$ cat src/hw/rtl/ttag_pkg.sv
// Shared constants for the texture twiddle address generator.
// Register map codes and field widths; no dependencies.
package ttag_pkg;

   // field widths
   localparam int OffsetBits = 20;
   localparam int WordBits   = 32;
   localparam int LogBits    = 4;
   localparam int OriginBits = 10;
   localparam int CountBits  = 11;
   localparam int AddrBits   = 5;

   // register indexes (byte address = 4 * index)
   localparam logic [2:0] RegLog2Width  = 3'd0;
   localparam logic [2:0] RegLog2Height = 3'd1;
   localparam logic [2:0] RegOriginX    = 3'd2;
   localparam logic [2:0] RegOriginY    = 3'd3;
   localparam logic [2:0] RegCols       = 3'd4;
   localparam logic [2:0] RegRows       = 3'd5;

   // interleave pattern of one twiddle level
   localparam logic [1:0] LevelYBit = 2'h2;
   localparam logic [1:0] LevelXBit = 2'h1;

endpackage

$ cat src/hw/rtl/texture_twiddle_address_gen_core.sv
// Texture twiddle address generator, top level.
// Depends on ttag_pkg for register codes and field widths.
//
// Usage: software programs the texture size (log2 width, log2 height) and the
// update region (origin, columns, rows) over the csr_ port, then streams the
// region's pixels in scan order into req_. Each accepted word yields one rsp_
// word carrying the twiddled texel offset, the pixel value and tlast on the
// region's final pixel; after that pixel the walk rewinds to the region start.
// Any register write also rewinds the walk.
// rsp_tvalid rises in the cycle after req_ acceptance. Throughput: one word
// per cycle while the output is not stalled; the masked increment and the offset
// OR sit between the request handshake and the single output register.
// Stall: the output register holds its word while rsp_tready is low, and
// req_tready follows rsp_tready whenever that register is full, so a word is
// taken in the same cycle the previous one leaves.
// Reset: registers return to a 1x1 texture with a 1x1 region at the origin;
// every pixel then maps to offset 0 with tlast high. No clearing pass.
module texture_twiddle_address_gen_core #(
   parameter int MAX_LOG2_SIZE = 10,
   parameter int PIXEL_BITS    = 32
) (
   input  logic        clock,
   input  logic        reset,
   // config port
   input  logic        csr_psel,
   input  logic        csr_penable,
   input  logic        csr_pwrite,
   input  logic [ttag_pkg::AddrBits-1:0] csr_paddr,
   input  logic [31:0] csr_pwdata,
   output logic [31:0] csr_prdata,
   output logic        csr_pready,
   // pixel input
   input  logic        req_tvalid,
   output logic        req_tready,
   input  logic [31:0] req_tdata,   // [31:0] pixel_word
   // texel output
   output logic        rsp_tvalid,
   input  logic        rsp_tready,
   output logic [55:0] rsp_tdata,   // [19:0] texel_offset, [51:20] texel_word, [55:52] zero
   output logic        rsp_tlast    // region_last
);

   localparam int OB = ttag_pkg::OffsetBits;
   localparam int CB = ttag_pkg::CountBits;
   localparam int WordKeep = (PIXEL_BITS < ttag_pkg::WordBits) ? PIXEL_BITS
                                                              : ttag_pkg::WordBits;
   localparam logic [31:0] WordMask = 32'((64'h1 << WordKeep) - 64'h1);
   localparam logic [4:0]  MaxLog2  = 5'(MAX_LOG2_SIZE);

   // configuration registers
   logic [3:0]    log2_w_ff, log2_h_ff;
   logic [9:0]    origin_x_ff, origin_y_ff;
   logic [CB-1:0] cols_ff, rows_ff;

   // walk state
   logic          rewind_ff;
   logic [OB-1:0] col_ff, col_in;
   logic [OB-1:0] row_ff, row_in;
   logic [CB-1:0] col_cnt_ff, col_cnt_in;
   logic [CB-1:0] row_cnt_ff, row_cnt_in;

   // output register
   logic          out_valid_ff;
   logic [OB-1:0] out_offset_ff;
   logic [31:0]   out_word_ff;
   logic          out_last_ff;

   logic          cfg_wr;
   logic [2:0]    cfg_idx;
   logic          accept;

   logic [4:0]    lw, lh, lmin;
   logic [5:0]    two_min, lsum;
   logic          w_longer, h_longer;
   logic [OB-1:0] x_mask, y_mask, dep_x, dep_y;
   logic [OB-1:0] cur_col, cur_row;
   logic [CB-1:0] cols_eff, rows_eff;
   logic          last_col, last_pix;

   assign cfg_wr  = csr_psel & csr_penable & csr_pwrite;
   assign cfg_idx = csr_paddr[4:2];
   assign csr_pready = 1'b1;

   // register readback
   always_comb begin
      case (cfg_idx)
         ttag_pkg::RegLog2Width:  csr_prdata = {28'd0, log2_w_ff};
         ttag_pkg::RegLog2Height: csr_prdata = {28'd0, log2_h_ff};
         ttag_pkg::RegOriginX:    csr_prdata = {22'd0, origin_x_ff};
         ttag_pkg::RegOriginY:    csr_prdata = {22'd0, origin_y_ff};
         ttag_pkg::RegCols:       csr_prdata = {21'd0, cols_ff};
         ttag_pkg::RegRows:       csr_prdata = {21'd0, rows_ff};
         default:                 csr_prdata = 32'd0;
      endcase
   end

   // configuration writes
   always_ff @(posedge clock) begin
      if (reset) begin
         log2_w_ff   <= '0;
         log2_h_ff   <= '0;
         origin_x_ff <= '0;
         origin_y_ff <= '0;
         cols_ff     <= CB'(1);
         rows_ff     <= CB'(1);
      end else if (cfg_wr) begin
         case (cfg_idx)
            ttag_pkg::RegLog2Width:  log2_w_ff   <= csr_pwdata[3:0];
            ttag_pkg::RegLog2Height: log2_h_ff   <= csr_pwdata[3:0];
            ttag_pkg::RegOriginX:    origin_x_ff <= csr_pwdata[9:0];
            ttag_pkg::RegOriginY:    origin_y_ff <= csr_pwdata[9:0];
            ttag_pkg::RegCols:       cols_ff     <= csr_pwdata[CB-1:0];
            ttag_pkg::RegRows:       rows_ff     <= csr_pwdata[CB-1:0];
            default: ;
         endcase
      end
   end

   // saturated sizes and level split
   always_comb begin
      lw       = ({1'b0, log2_w_ff} > MaxLog2) ? MaxLog2 : {1'b0, log2_w_ff};
      lh       = ({1'b0, log2_h_ff} > MaxLog2) ? MaxLog2 : {1'b0, log2_h_ff};
      lmin     = (lw < lh) ? lw : lh;
      two_min  = {lmin, 1'b0};
      lsum     = {1'b0, lw} + {1'b0, lh};
      w_longer = lw > lh;
      h_longer = lh > lw;
   end

   // per-bit masks and origin deposits: interleaved levels, then linear bits
   always_comb begin
      logic [5:0] pos;
      logic [4:0] lin_idx;
      logic       in_level, in_linear;
      x_mask = '0;
      y_mask = '0;
      dep_x  = '0;
      dep_y  = '0;
      for (int p = 0; p < OB; p++) begin
         pos       = 6'(p);
         lin_idx   = 5'(pos - {1'b0, lmin});
         in_level  = pos < two_min;
         in_linear = (pos >= two_min) && (pos < lsum);
         if (in_level) begin
            if (pos[0]) begin
               y_mask[p] = ttag_pkg::LevelYBit[1];
               dep_y[p]  = origin_y_ff[pos[4:1]];
            end else begin
               x_mask[p] = ttag_pkg::LevelXBit[0];
               dep_x[p]  = origin_x_ff[pos[4:1]];
            end
         end else if (in_linear) begin
            if (w_longer) begin
               x_mask[p] = 1'b1;
               dep_x[p]  = (lin_idx < 5'd10) ? origin_x_ff[lin_idx[3:0]] : 1'b0;
            end else if (h_longer) begin
               y_mask[p] = 1'b1;
               dep_y[p]  = (lin_idx < 5'd10) ? origin_y_ff[lin_idx[3:0]] : 1'b0;
            end
         end
      end
   end

   // current position and end-of-row / end-of-region tests
   assign cur_col  = rewind_ff ? dep_x : col_ff;
   assign cur_row  = rewind_ff ? dep_y : row_ff;
   assign cols_eff = (cols_ff == '0) ? CB'(1) : cols_ff;
   assign rows_eff = (rows_ff == '0) ? CB'(1) : rows_ff;
   assign last_col = ({1'b0, col_cnt_ff} + (CB+1)'(1)) >= {1'b0, cols_eff};
   assign last_pix = last_col &&
                     (({1'b0, row_cnt_ff} + (CB+1)'(1)) >= {1'b0, rows_eff});

   // masked-increment step
   always_comb begin
      col_in     = cur_col;
      row_in     = cur_row;
      col_cnt_in = col_cnt_ff;
      row_cnt_in = row_cnt_ff;
      if (last_pix) begin
         col_in     = dep_x;
         row_in     = dep_y;
         col_cnt_in = '0;
         row_cnt_in = '0;
      end else if (last_col) begin
         col_in     = dep_x;
         row_in     = (cur_row - y_mask) & y_mask;
         col_cnt_in = '0;
         row_cnt_in = row_cnt_ff + CB'(1);
      end else begin
         col_in     = (cur_col - x_mask) & x_mask;
         col_cnt_in = col_cnt_ff + CB'(1);
      end
   end

   assign req_tready = ~out_valid_ff | rsp_tready;
   assign accept     = req_tvalid & req_tready;

   // walk state: a config write rewinds, an accepted word advances
   always_ff @(posedge clock) begin
      if (reset) begin
         rewind_ff  <= 1'b1;
         col_cnt_ff <= '0;
         row_cnt_ff <= '0;
      end else if (cfg_wr && cfg_idx <= ttag_pkg::RegRows) begin
         rewind_ff  <= 1'b1;
         col_cnt_ff <= '0;
         row_cnt_ff <= '0;
      end else if (accept) begin
         rewind_ff  <= 1'b0;
         col_cnt_ff <= col_cnt_in;
         row_cnt_ff <= row_cnt_in;
      end
   end

   always_ff @(posedge clock) begin
      if (accept) begin
         col_ff <= col_in;
         row_ff <= row_in;
      end
   end

   // output register
   always_ff @(posedge clock) begin
      if (reset) begin
         out_valid_ff <= 1'b0;
      end else if (accept) begin
         out_valid_ff <= 1'b1;
      end else if (rsp_tready) begin
         out_valid_ff <= 1'b0;
      end
   end

   always_ff @(posedge clock) begin
      if (accept) begin
         out_offset_ff <= cur_col | cur_row;
         out_word_ff   <= req_tdata & WordMask;
         out_last_ff   <= last_pix;
      end
   end

   assign rsp_tvalid = out_valid_ff;
   assign rsp_tdata  = {4'd0, out_word_ff, out_offset_ff};
   assign rsp_tlast  = out_last_ff;

endmodule
$ cat config.mk
export PLATFORM = sky130hd
export DESIGN_NAME = texture_twiddle_address_gen_core
export DESIGN_NICKNAME = d
export VERILOG_FILES = /design/src/hw/rtl/ttag_pkg.sv /design/src/hw/rtl/texture_twiddle_address_gen_core.sv
export SDC_FILE = /design/constraint.sdc
export NUM_CORES = 1
export LEC_CHECK = 0
export ABC_CLOCK_PERIOD_IN_PS = 7500
export BUFFER_PORTS_ARGS = -buffer_cell sky130_fd_sc_hd__buf_2
export CAP_MARGIN = 20
export CORE_MARGIN = 5
export CORE_UTILIZATION = 40
export DETAILED_ROUTE_END_ITERATION = 10
export PLACE_DENSITY = 0.71
export SLEW_MARGIN = 10
export SYNTH_ARGS = -nofsm -noshare
export SYNTH_HDL_FRONTEND = slang
export SYNTH_SLANG_ARGS = --single-unit
export TNS_END_PERCENT = 10
$ cat constraint.sdc
create_clock -name clock -period 7.5 [get_ports clock]
set_input_delay 1.5 -clock clock [delete_from_list [all_inputs] [get_ports clock]]
set_output_delay 1.5 -clock clock [all_outputs]
set_load 0.03 [all_outputs]
==> impl_metrics.env <==
export IMPL_grtUsageTotal=0.2336
export IMPL_antenna_found_initial=0
export IMPL_syn_area_um2=13720
export IMPL_gp_congestion=1.040
export IMPL_cts_sinks=167
export IMPL_via_per_inst=6.072
export IMPL_p_comb_frac=0.235
export IMPL_clockBufferDepth=2
export IMPL_grt_pass1_vias=12725
export IMPL_worstHoldPathType="reg -> reg"
export IMPL_syn2layout_area_growth_pct=13.34
export IMPL_fin_area_um2=15550
export IMPL_tightest_slew_ns=1.150
export IMPL_cap_viol_max_count=0
export IMPL_fin_skew_ns=0.01440
export IMPL_diodes=0
export IMPL_drt_antenna_violating_nets=0
export IMPL_placed_area_um2=14780
export IMPL_coreArea_um2=33700
export IMPL_row_count=67
export IMPL_cts_made_buffers=17
export IMPL_hold_viol_final=0
export IMPL_fin_crit_ns=7.169
export IMPL_p_per_area_nw_per_um2=165.2
export IMPL_die_w_um=195.2
export IMPL_synth_distinct_cells=85
export IMPL_io_buffers=118
export IMPL_post_route_drc_count=0
export IMPL_cp_slowest_stage_delay_ns=0.43
export IMPL_setup_violations_final=0
export IMPL_drive_gt1_frac=0.1722
export IMPL_timing_reg2reg_setup_slack_ns=0.33
export IMPL_ys_seq_area_frac=0.3116
export IMPL_power_frac_clock=0.364
export IMPL_endpoint_kind="register"
export IMPL_ir_worst_vdd_uv=143.6
export IMPL_cp_required_ns=7.69
export IMPL_fmax_ghz=0.1395
export IMPL_cp_endpoint="row_ff[18]$_DFFE_PP_"
export IMPL_reg2reg_to="row_ff[18]$_DFFE_PP_"
export IMPL_crit_path_frequent_cell="a21o_1"
export IMPL_dr_pass1_iters=6
export IMPL_min_period_over_period=0.9559
export IMPL_startpoint="log2_h_ff[3]$_SDFFE_PP0P_"
export IMPL_arrival_ns=7.36
export IMPL_first_iter_violations=1447
export IMPL_synth_async_reset_ratio=0
export IMPL_syn_inst=1648
export IMPL_status="completed"
export IMPL_fin_nets=1908
export IMPL_clkLatencyLatePin_ns=0.45
export IMPL_post_place_ws_ns=-0.03791
export IMPL_grt_max_degree=55
export IMPL_ys_ff_latch=167
export IMPL_cp_max_fo=21
export IMPL_cts_root_buffer="clkbuf_16"
export IMPL_p_sw_frac=0.3204
export IMPL_hold_buffers=0
export IMPL_rr_worst_depth=29
export IMPL_r2r_start="log2_h_ff[3]$_SDFFE_PP0P_"
export IMPL_slowest_stage="dfxtp_1"
export IMPL_grt_pass1_wl_mm=71.17
export IMPL_dieArea_um2=38100
export IMPL_p_leak_nw=6.358
export IMPL_internal_power_mw=1.746
export IMPL_synth_ff_type="edfxtp_1"
export IMPL_worst_setup_path_start_kind="register"
export IMPL_synth_warnings=0
export IMPL_htreeDepth=4
export IMPL_drv_slew=0
export IMPL_wirelength_mm=46.34
export IMPL_clkTransAtPathRegs_ns=0.07
export IMPL_wl_per_cell_um=20.99
export IMPL_num_io_pins=168
export IMPL_synth_edff_count=93
export IMPL_whs_ns=0.4773
export IMPL_grt_overflow=0
export IMPL_cts_tree="yes"
export IMPL_start_util=0.4070
export IMPL_p_seq_frac=0.401
export IMPL_dp_hpwl_mm=34.77
export IMPL_vias=13407
export IMPL_avgSynthCellArea_um2=8.323
export IMPL_power_switching_uw=823.0
export IMPL_final_core_util=0.4613
export IMPL_slew_headroom=0.2289
export IMPL_worstSetupPathType="reg -> reg"
export IMPL_die_y_um=195.2
export IMPL_worst_slack_ns=0.3310
==> final cells by class <==
cell class	count	area, µm²
fill	3349	18150
inverter	82	314.1
clock inverter	12	118.9
timing repair buffer	174	1015
sequential	167	4275
timing repair inverter	1	5.005
clock buffer	20	500.5
tap	448	560.5
multi-input combinational	1304	8757
==> Yosys cell counts, drive strengths merged (7+ instances only) <==
master,instances,area (µm²)
nand2,191,719.4
nor2,155,586.8
a21oi,125,644.4
edfxtp,93,2793
ha,82,1026
inv,82,307.8
o21ai,78,394.1
dfxtp,74,1481
mux2i,72,720.7
clkbuf,71,266.5
buf,48,309.0
a21o,47,352.8
nand3,43,220.2
nor3,40,216.5
xnor2,27,259.0
and3,26,162.7
xor2,26,227.7
nor4,23,143.9
nor2b,22,137.6
mux2,21,236.5
or2,20,125.1
a31oi,18,112.6
nand2b,16,100.1
nand4,14,87.58
o31ai,14,105.1
or3,14,87.58
a211oi,13,97.59
a311oi,13,137.6
and2,13,81.33
nand3b,11,82.58
a221oi,10,87.58
a22oi,10,75.07
mux4,10,225.2
a21boi,9,78.83
o22ai,8,50.05
a32o,7,70.07
o211ai,7,52.55
o41ai,7,61.31
==> kinds of logic after synthesis <==
group           after synthesis  synth area share
fa+ha+maj                    85           0.07918
compound gates              434            0.2133
buf+inv                     201           0.06440
other cells                   2         0.0005475
xor+xnor                     53           0.03548
simple gates                603            0.2093
mux                         103           0.08620
flops                       167            0.3116
==> metrics by stage <==
stage	total power, mW	cells	TNS [ns]
after detailed placement	1.632	2167	-0.03791
final	2.569	2208	0
after global placement	1.620	2166	0
after CTS	2.567	2199	0
after floorplan	1.482	1672	0
after global routing	2.674	2208	-0.01279
==> power groups by stage <==
stage	clock network, mW	registers, mW	logic (mW)
after floorplan	0	1.09	0.390
after global placement	0	1.05	0.570
after detailed placement	0	1.05	0.581
after CTS	0.952	1.03	0.584
after global routing	0.989	1.03	0.650
final	0.934	1.03	0.604
==> repair_timing <==
item | in CTS | in global routing
endpoints found under the setup margin | 2 | 10
setup buffers | 0 | 7
gates resized for setup | 2 | 26
pin swaps | 0 | 5
gates cloned | 0 | 1
==> routing by layer <==
| layer | share of wire | track usage |
|---|---|---|
| met3 | 0.088 | 0.04446 |
| met2 | 0.45 | 0.3794 |
| met4 | 0.038 | 0.08353 |
| met5 | 0 | 0 |
| met1 | 0.42 | 0.3119 |
==> worst min-delay path by stage <==
stage,endpoint,slack [ns],start,depth (start not counted)
finish,rows_ff[5]$_SDFFE_PP0P_,0.48,rows_ff[5]$_SDFFE_PP0P_,2
global route,rows_ff[5]$_SDFFE_PP0P_,0.49,rows_ff[5]$_SDFFE_PP0P_,2
floorplan,cols_ff[3]$_SDFFE_PP0P_,0.45,cols_ff[3]$_SDFFE_PP0P_,2
CTS,rows_ff[5]$_SDFFE_PP0P_,0.47,rows_ff[5]$_SDFFE_PP0P_,2
detailed placement,rows_ff[5]$_SDFFE_PP0P_,0.46,rows_ff[5]$_SDFFE_PP0P_,2
global placement,rows_ff[5]$_SDFFE_PP0P_,0.46,rows_ff[5]$_SDFFE_PP0P_,2
==> flip-flops by register name, indices dropped and copies added (netlist names) <==
signal	count
log2_w_ff	4
row_ff	20
rows_ff	11
col_cnt_ff	11
origin_y_ff	10
cols_ff	11
origin_x_ff	10
log2_h_ff	4
out_word_ff	32
rewind_ff	1
rsp_tvalid	1
rsp_tlast	1
out_offset_ff	20
row_cnt_ff	11
col_ff	20
==> placed cells by master (no fill, tap or decap), types with 19 or more instances in the layout <==
cell type | netlist | routed
a21oi_1 | 122 | 121
xor2_1 | 26 | 26
dfxtp_1 | 74 | 73
nand2_1 | 190 | 190
a21o_1 | 47 | 47
clkbuf_16 | 0 | 20
buf_4 | 28 | 55
mux2_2 | 19 | 19
nand3_1 | 42 | 42
ha_1 | 82 | 80
xnor2_1 | 24 | 23
inv_1 | 78 | 74
nor2b_1 | 22 | 21
and3_1 | 26 | 26
conb_1 | 2 | 26
o21ai_0 | 70 | 66
nor2_1 | 153 | 152
buf_2 | 7 | 118
edfxtp_1 | 93 | 93
nor4_1 | 23 | 23
nor3_1 | 38 | 34
mux2i_1 | 72 | 72
==> critical path, delay by kind of cell, from the launching register on <==
| kind | cells | cell delay (ns) |
|---|---|---|
| AO/OA/AOI/OAI | 17 | 3.82 |
| buffers and inverters | 4 | 0.85 |
| XOR/XNOR | 2 | 0.59 |
| adder cells (fa/ha/maj) | 2 | 0.51 |
| AND/OR/NAND/NOR | 3 | 0.50 |
| flip-flops | 1 | 0.43 |
| multiplexers | 1 | 0.21 |
(Power assumes the default switching activity.)
